File: config.mk
export PLATFORM = sky130hd
export DESIGN_NAME = rzn_iter_unit
export DESIGN_NICKNAME = d
export VERILOG_FILES = /design/src/hdl/rzn_pkg.sv /design/src/hdl/rzn_iter_unit.sv
export SDC_FILE = /design/constraint.sdc
export NUM_CORES = 1
export LEC_CHECK = 0
export BUFFER_PORTS_ARGS = -buffer_cell sky130_fd_sc_hd__buf_4
export CORE_MARGIN = 8
export CORE_UTILIZATION = 45
export DETAILED_ROUTE_END_ITERATION = 12
export GPL_TIMING_DRIVEN = 0
export PLACE_DENSITY = 0.74
export SKIP_CTS_REPAIR_TIMING = 1
export SYNTH_ARGS = -nofsm -noshare
export SYNTH_HDL_FRONTEND = slang
export SYNTH_SLANG_ARGS = --single-unit
export TNS_END_PERCENT = 1
File: constraint.sdc
create_clock -name clk -period 5.1 [get_ports clk]
set_clock_uncertainty 0.15 [all_clocks]
set_input_delay 0.51 -clock clk [delete_from_list [all_inputs] [get_ports clk]]
set_output_delay 0.51 -clock clk [all_outputs]
set_load 0.03 [all_outputs]
File: src/hdl/rzn_pkg.sv
package rzn_pkg;

  localparam int ACC_W       = 64;
  localparam int NUM_VALS    = 5;
  localparam int IDX_W       = 3;
  localparam int FIELD_W     = 32;
  localparam int STEP_W      = 7;
  localparam int DIV_STEPS   = 64;
  localparam int SQRT_STEPS  = 32;
  localparam int FRAC_BITS_D   = 16;
  localparam int VALUE_WIDTH_D = 32;
  localparam int COUNT_WIDTH_D = 32;

  typedef enum logic [3:0] {
    S_IDLE, S_SQ, S_ACC, S_CNT, S_CHK,
    S_MEAN, S_MEAN_W, S_MSQ, S_MSQ_W, S_SQRT, S_SQRT_W, S_SDCHK,
    S_Z, S_Z_W, S_FIN, S_EMIT
  } state_t;

  typedef struct packed {
    logic start;
    logic sqrt_mode;
  } iu_req_t;

  typedef struct packed {
    logic busy;
    logic done;
  } iu_rsp_t;

endpackage

File: src/hdl/rzn_iter_unit.sv
// Shared restoring shift/subtract unit: one quotient or root bit per cycle.
module rzn_iter_unit (
  input  logic                         clk,
  input  logic                         rst,
  input  rzn_pkg::iu_req_t             req,
  input  logic [rzn_pkg::ACC_W-1:0]    num,
  input  logic [rzn_pkg::ACC_W-1:0]    den,
  output rzn_pkg::iu_rsp_t             rsp,
  output logic [rzn_pkg::ACC_W-1:0]    quo
);

  localparam int RW = rzn_pkg::ACC_W + 2;

  logic [RW-1:0]               rem;
  logic [rzn_pkg::ACC_W-1:0]   sh;
  logic [rzn_pkg::ACC_W-1:0]   dv;
  logic [rzn_pkg::STEP_W-1:0]  cnt;
  logic                        busy;
  logic                        mode;
  logic                        done;
  logic [RW-1:0]               shifted;
  logic [RW-1:0]               trial;
  logic                        ge;

  always_comb begin
    if (mode) begin
      shifted = {rem[RW-3:0], sh[rzn_pkg::ACC_W-1 -: 2]};
      trial   = {quo, 2'b01};
    end else begin
      shifted = {rem[RW-2:0], sh[rzn_pkg::ACC_W-1]};
      trial   = {2'b00, dv};
    end
    ge = shifted >= trial;
  end

  always_ff @(posedge clk) begin
    if (rst) begin
      busy <= 1'b0;
      done <= 1'b0;
    end else begin
      done <= busy && (cnt == rzn_pkg::STEP_W'(1));
      if (req.start) begin
        busy <= 1'b1;
      end else if (busy && (cnt == rzn_pkg::STEP_W'(1))) begin
        busy <= 1'b0;
      end
    end
  end

  always_ff @(posedge clk) begin
    if (req.start) begin
      rem  <= '0;
      quo  <= '0;
      sh   <= num;
      dv   <= den;
      mode <= req.sqrt_mode;
      cnt  <= req.sqrt_mode ? rzn_pkg::STEP_W'(rzn_pkg::SQRT_STEPS)
                            : rzn_pkg::STEP_W'(rzn_pkg::DIV_STEPS);
    end else if (busy) begin
      rem <= ge ? shifted - trial : shifted;
      quo <= {quo[rzn_pkg::ACC_W-2:0], ge};
      sh  <= mode ? {sh[rzn_pkg::ACC_W-3:0], 2'b00} : {sh[rzn_pkg::ACC_W-2:0], 1'b0};
      cnt <= cnt - rzn_pkg::STEP_W'(1);
    end
  end

  assign rsp.busy = busy;
  assign rsp.done = done;

endmodule

==> results of run 1 <==
layout make-up:
class,instances,area (µm²)
Buffer,100,475
Timing Repair Buffer,264,2160
Tap cell,461,577
Clock buffer,36,825
Clock inverter,20,190
Fill cell,3041,15500
Inverter,21,78.8
Sequential cell,267,6710
Multi-Input combinational cell,1251,8800
stage by stage:
step	area [µm²]	instances	power, µW
after detailed placement	18100	2299	6560
after CTS	19100	2355	8800
final	19800	2420	8920
after global placement	18000	2298	6500
after global routing	19800	2420	9360
after floorplan	16000	1640	5500
path summary, 6_finish.rpt:
check / from / to / slack (ns) / depth (start not counted)
max: mode$_DFFE_PP_ / rem[26]$_SDFFE_PP0P_ / 0.17 / 16
min: num[13] / sh[13]$_DFFE_PP_ / 0.08 / 3
max reg2reg: mode$_DFFE_PP_ / rem[26]$_SDFFE_PP0P_ / 0.17 / 16
min reg2reg: rem[51]$_SDFFE_PP0P_ / rem[51]$_SDFFE_PP0P_ / 0.34 / 1
worst max-delay path, stage by stage (launching register included):
cell and delay (ns):
edfxtp_1 0.50, buf_6 0.22, clkbuf_4 0.24, buf_4 0.25, or2_2 0.32, ha_1 0.20, fa_1 0.40, and2b_1 0.27
o2111ai_2 0.16, a2111oi_4 0.47, nor3_2 0.15, o31ai_4 0.29, a31oi_1 0.20, o311ai_2 0.39, a211oi_1 0.19, mux2i_1 0.15
a211oi_1 0.26
layout by cell type (no fill, tap or decap), types with 26 or more instances in the layout:
cell	count
mux2i_1	211
buf_4	202
nor2_1	170
nand2_1	164
edfxtp_1	136
dfxtp_1	131
o21ai_0	111
a21oi_1	95
ha_1	68
dlygate4sd3_1	66
mux2_2	64
clkbuf_1	54
a211oi_1	41
xnor2_1	36
clkbuf_16	31
xor2_1	26
flip-flops by register name (all words and copies together), names as in the netlist:
register	flops
busy	1
sh	64
quo	64
mode	1
dv	64
done	1
cnt	7
rem	65
cells by family (layout without fill, tap and decap cells):
kind of cell | after synthesis | count (layout) | share of synthesized area [%]
AOI/OAI and AO/OA | 410 | 410 | 16.5
xor gates and xnor gates | 62 | 62 | 3.40
DFF | 267 | 267 | 42.0
adders and majority gates | 69 | 69 | 5.45
buffers and inverters | 122 | 441 | 3.17
muxes | 275 | 275 | 17.7
and+or+nand+nor | 435 | 435 | 11.8
power groups by stage:
stage	logic (µW)	clock network (µW)	registers [µW]
finish	4060	2220	2650
CTS	3900	2250	2640
floorplan	2850	0	2650
global placement	3820	0	2680
detailed placement	3880	0	2690
global route	4360	2330	2670
per-layer routing:
metal	GRT usage, %	vias up	share of wire, %
met5	0	-	0
met2	36.3	579	46
li1	-	6603	-
met4	7.61	0	3.4
met3	4.23	105	8.1
met1	27.9	6568	42
==> summary.md, run 1 <==
| Metric | Value |
|---|---|
| Post-Synthesis Net Count | `1,841` |
| Switching portion of total power | `40.1%` |
| Fmax | `0.203 GHz` |
| Initial core utilization | `45.2%` |
| Core Box Area | `35,300 µm²` |
| Avg WL per Cell | `20.1 µm` |
| Status | `finished clean` |
| Clock share of power | `24.8%` |
| Worst-margin pin slew | `0.972 ns` |
| Pin count of the biggest net entering global routing | `67` |
| Die area | `41,800 µm²` |
| Total number of vias | `13,855` |
| Worst relative slew slack | `35.2%` |
| Hold slack | `0.0777 ns` |
| Vias in the first global route | `13,387` |
| Sinks on Clock Net | `267` |
| Port bufs | `197` |
| Fin crit share | `96.7%` |
| Htree depth | `1` |
| # DRC | `0` |
| Clock root cell | `clkbuf_16` |
| Clock transition at path regs | `0.06 ns` |
| P_int | `5340 µW` |
| Combinational Power Share | `45.5%` |
| Ports | `198` |
| Rows | `69` |
| Crit path kind | `reg2reg` |
| Min-delay worst type | `in2reg` |
| Initial drt markers | `912` |
| Post-DRT Antenna Nets | `0` |
| ANT cells | `0` |
| Min setup slack post-route | `0.169 ns` |
| RSZ-0062 raised after global routing | `false` |
| Worst path required time | `5.42 ns` |
| Mean Syn Cell Area | `9.74 µm²` |
| Initial antenna violation count | `0` |
| Final setup TNS | `0 ns` |
| Hold Violations, Final | `0` |
| Layout cells sized above 1 | `19.6%` |
| Startpoint types | `register` |
| Minimum clock period | `4.93 ns` |
| RD Place Congestion | `0.940` |
| Die height | `204 µm` |
| Most numerous cell in the Yosys netlist | `mux2i_1` |
| Post-Syn Area | `16,000 µm²` |
| Max-cap violation count | `0` |
| TritonCTS clock tree | `done` |
| Global-route wire length before repair | `73,100 µm` |
| Count of cell types in the netlist | `71` |
| Fraction of the yosys area taken by sequential cells | `42.0%` |
| Hpwl dp | `36,000 µm` |
| Post-synthesis register bit count | `267` |
| Pre-CTS setup slack | `-1.50 ns` |
| Synth cell count leaders | `mux2i_1, nor2_1, nand2_1` |
| Num CTS Buffers | `30` |
| Top cell type's share of synthesized area | `25.6%` |
| Final Max Slew Viols | `0` |
| Top FF cell, synth | `edfxtp_1` |
| GRT Residual Overflow | `0` |
| Final setup viols | `0` |
| Synth warn | `0` |
| Power density over the cells | `450 nW/µm²` |
| Post-synth EDFFs | `136` |
| Reg power frac | `29.7%` |
| Initial DRT Pass Iterations | `6` |
| Synth-to-layout area growth | `24.0%` |
| CP arrival | `5.25 ns` |
| CP Max Fanout | `10` |
| Skew-Pair Late Insertion Delay | `0.57 ns` |
| Via/cell ratio | `5.73` |
| Die Width | `204 µm` |
| Critical Path Sink Type | `register` |
| Final wirelength | `48,700 µm` |
| Final core occ | `56.1%` |
| CTS max path bufs | `3` |
| Synth top area cells | `edfxtp_1, dfxtp_1, mux2i_1, ha_1, mux2_2` |
| Worst IR drop on VDD | `0.312 mV` |
| Sw Pwr | `3580 µW` |
| Post-synth ARST share | `0%` |
| Post-Syn Instances | `1,640` |
| NumNets Final | `2,136` |
| Tot GR Track Use | `21.8%` |
| Leak | `0.00833 µW` |
| Yosys top cell by area | `edfxtp_1` |
(Power assumes the default switching activity.)
==> run 2: changes to the inputs <==
- CORE_UTILIZATION: 45 -> 59
- PLACE_DENSITY: 0.74 -> 0.91
==> run 2 against run 1 <==
Clock power fell by 5%. Maximum frequency fell by 2.3%. Highest routed layer unchanged. Register-to-register slack lost 0.12 ns. Global-route usage up 5.6 points. Combinational power is 2% higher. Sequential share of layout area grew 0.29 points. Setup slack worse by 0.12 ns. Critical endpoint is now rem[61]$_SDFFE_PP0P_. Non-clock buffer count grew 2. Critical path depth is 2 higher. Wire length rose by 0.54%. Final cell count decreased by 4.9%. Power shrank 0.16%.
==> summary.md, run 2 (synthesis gave the netlist of run 1 again) <==
| Metric | Value |
|---|---|
| Vias in the first global route | `14,082 (+5.2%)` |
| Cell count of the worst hold path | `3 (unchanged)` |
| Min-delay worst type | `in2reg` |
| GRT Residual Overflow | `0 (unchanged)` |
| Final Max Slew Viols | `0 (unchanged)` |
| Avg WL per Cell | `21.3 µm (+5.7%)` |
| Reg power frac | `29.9% (+0.2 points)` |
| Pin count of the biggest net entering global routing | `67 (unchanged)` |
| Fmax | `0.198 GHz (-2.3%)` |
| Commonest cells after routing, fill and taps aside | `mux2i_1, buf_4, nor2_1` |
| Hold slack | `0.0962 ns (+0.0185 ns)` |
| ANT cells | `0 (unchanged)` |
| Initial drt markers | `1,291 (+42%)` |
| Max-cap violation count | `0 (unchanged)` |
| Sw Pwr | `3570 µW (-0.31%)` |
| Ports | `198 (unchanged)` |
| Clock root cell | `clkbuf_16` |
| Global-route wire length before repair | `73,600 µm (+0.64%)` |
| Minimum clock period | `5.05 ns (+0.115 ns)` |
| Critical path, cell by cell | `clkbuf_1 > buf_4 > clkbuf_4 > buf_4 > or2_2 > ha_1 > fa_1 > and2b_1 > o2111ai_2 > a2111oi_4 > buf_4 > o31ai_4 > a21oi_4 > o31ai_4 > nand2_2 > nand2_1 > or3_1 > o211ai_1` |
| RSZ-0062 raised after global routing | `true` |
| Launch point of the worst reg-to-reg path | `mode$_DFFE_PP_` |
| RR Endpoint | `rem[61]$_SDFFE_PP0P_` |
| Final setup viols | `0 (unchanged)` |
| Most flop-heavy register | `rem` |
| Worst relative slew slack | `37.2% (+2.0 points)` |
| Core Box Area | `26,800 µm² (-24%)` |
| Slowest stage delay, CP | `0.49 ns (about the same)` |
| TritonCTS clock tree | `done` |
| Skew-Pair Late Insertion Delay | `0.56 ns (about the same)` |
| Num CTS Buffers | `30 (unchanged)` |
| Critical path's most frequent cell | `buf_4` |
| Switching portion of total power | `40.0% (-0.062 points)` |
| # DRC | `0 (unchanged)` |
| Layout cells sized above 1 | `19.3% (-0.27 points)` |
| NumNets Final | `2,138 (+0.094%)` |
| CTS max path bufs | `3 (unchanged)` |
| Hold Crit Start | `num[13]` |
| Combinational Power Share | `46.4% (+0.9 points)` |
| Status | `finished clean` |
| Commonest non-fill, non-tap cell in the layout | `mux2i_1` |
| Clock share of power | `23.8% (-1.0 points)` |
| P_int | `5340 µW (about the same)` |
| CP Max Fanout | `10 (unchanged)` |
| Crit path kind | `reg2reg` |
| Power density over the cells | `453 nW/µm² (+0.70%)` |
| Max FFs per register | `65 (unchanged)` |
| Min setup slack post-route | `0.0541 ns (-0.115 ns)` |
| Fin crit share | `98.9% (+2.3 points)` |
| RD Place Congestion | `0.963 (+2.4%)` |
| Initial core utilization | `59.6% (+14 points)` |
| Hold endpoint | `sh[13]$_DFFE_PP_` |
| Worst-margin pin slew | `0.942 ns (-0.0307 ns)` |
| Leak | `0.00831 µW (-0.27%)` |
| Hold Violations, Final | `0 (unchanged)` |
| Post-DRT Antenna Nets | `0 (unchanged)` |
| Die area | `32,600 µm² (-22%)` |
| Pre-CTS setup slack | `-1.38 ns (+0.120 ns)` |
| Critical Path Sink Type | `register` |
| Filler cell count | `1,814 (-40%)` |
| Initial antenna violation count | `0 (unchanged)` |
| Reg2reg path depth | `18 (+2)` |
| Startpoint types | `register` |
| Slowest cell on the critical path | `a2111oi_4` |
| Tot GR Track Use | `27.4% (+5.6 points)` |
| Hpwl dp | `35,100 µm (-2.4%)` |
| CP arrival | `5.37 ns (+0.12 ns)` |
| Htree depth | `1 (unchanged)` |
| Clock transition at path regs | `0.06 ns (about the same)` |
| Initial DRT Pass Iterations | `5 (-1)` |
| Sinks on Clock Net | `267 (unchanged)` |
| Final wirelength | `49,000 µm (+0.54%)` |
| R2R setup slack | `0.05 ns (-0.12 ns)` |
| Via/cell ratio | `6.24 (+9.1%)` |
| Port bufs | `197 (unchanged)` |
| Die Width | `181 µm (-12%)` |
| Worst IR drop on VDD | `0.329 mV (+5.3%)` |
| Total number of vias | `14,368 (+3.7%)` |
| Worst path required time | `5.43 ns (about the same)` |
| Synth-to-layout area growth | `23.0%` |
| Rows | `60 (-13%)` |
| Die height | `181 µm (-12%)` |
[run 2: per-layer routing]
| metal | up-vias | GRT usage, % | routed length (µm) |
|---|---|---|---|
| met5 | - | 0 | 0 |
| met3 | 192 | 5.42 | 4680 |
| met1 | 6732 | 34.5 | 19500 |
| met4 | 0 | 13.7 | 2400 |
| li1 | 6609 | - | - |
| met2 | 835 | 44.6 | 22400 |
[run 2: worst max-delay path by stage]
stage	from	cells past startpoint	slack, ns	to
after floorplan	mode$_DFFE_PP_	16	0.60	rem[26]$_SDFFE_PP0P_
after global placement	mode$_DFFE_PP_	16	-1.39	rem[59]$_SDFFE_PP0P_
after detailed placement	mode$_DFFE_PP_	16	-1.38	rem[55]$_SDFFE_PP0P_
after CTS	mode$_DFFE_PP_	16	-1.52	rem[55]$_SDFFE_PP0P_
after global routing	mode$_DFFE_PP_	17	-0.04	rem[61]$_SDFFE_PP0P_
final	mode$_DFFE_PP_	18	0.05	rem[61]$_SDFFE_PP0P_
[run 2: critical path: cells and delay by family (launching register included)]
kind                       cells  cell delay (ns)
and+or+nand+nor                5             1.49
buffers and inverters          5             1.14
adders and majority gates      2             0.61
DFF                            1             0.36
AOI/OAI and AO/OA              6             1.20
[run 2: through the flow]
stage	power [µW]	TNS, ns	cell area, µm²	instances	utilization (%)
2_1_floorplan	5500	0	16000	1640	-
3_3_place_gp	6450	-82.07	17900	2178	66.7
3_5_place_dp	6540	-65.78	17900	2179	66.8
4_1_cts	8660	-68.64	18900	2234	70.4
5_1_grt	9290	-0.323	19600	2301	73.3
6_report	8910	0	19600	2301	73.3
[run 2: power groups by stage]
stage | Sequential [µW] | Clock (µW) | Combinational, µW
2_1_floorplan | 2650 | 0 | 2850
3_3_place_gp | 2680 | 0 | 3770
3_5_place_dp | 2690 | 0 | 3860
4_1_cts | 2650 | 2120 | 3890
5_1_grt | 2670 | 2200 | 4410
6_report | 2660 | 2120 | 4130
[run 2: layout make-up]
cell class	count	area, µm²	share of cell area (%)
well taps	341	427	2.17
plain buffers	101	482	2.45
flip-flops and latches	267	6710	34.1
multi-input cells	1251	8830	44.9
clock inverters	14	124	0.631
repair buffers	265	2170	11.0
inverters	21	78.8	0.401
clock buffers	41	833	4.24
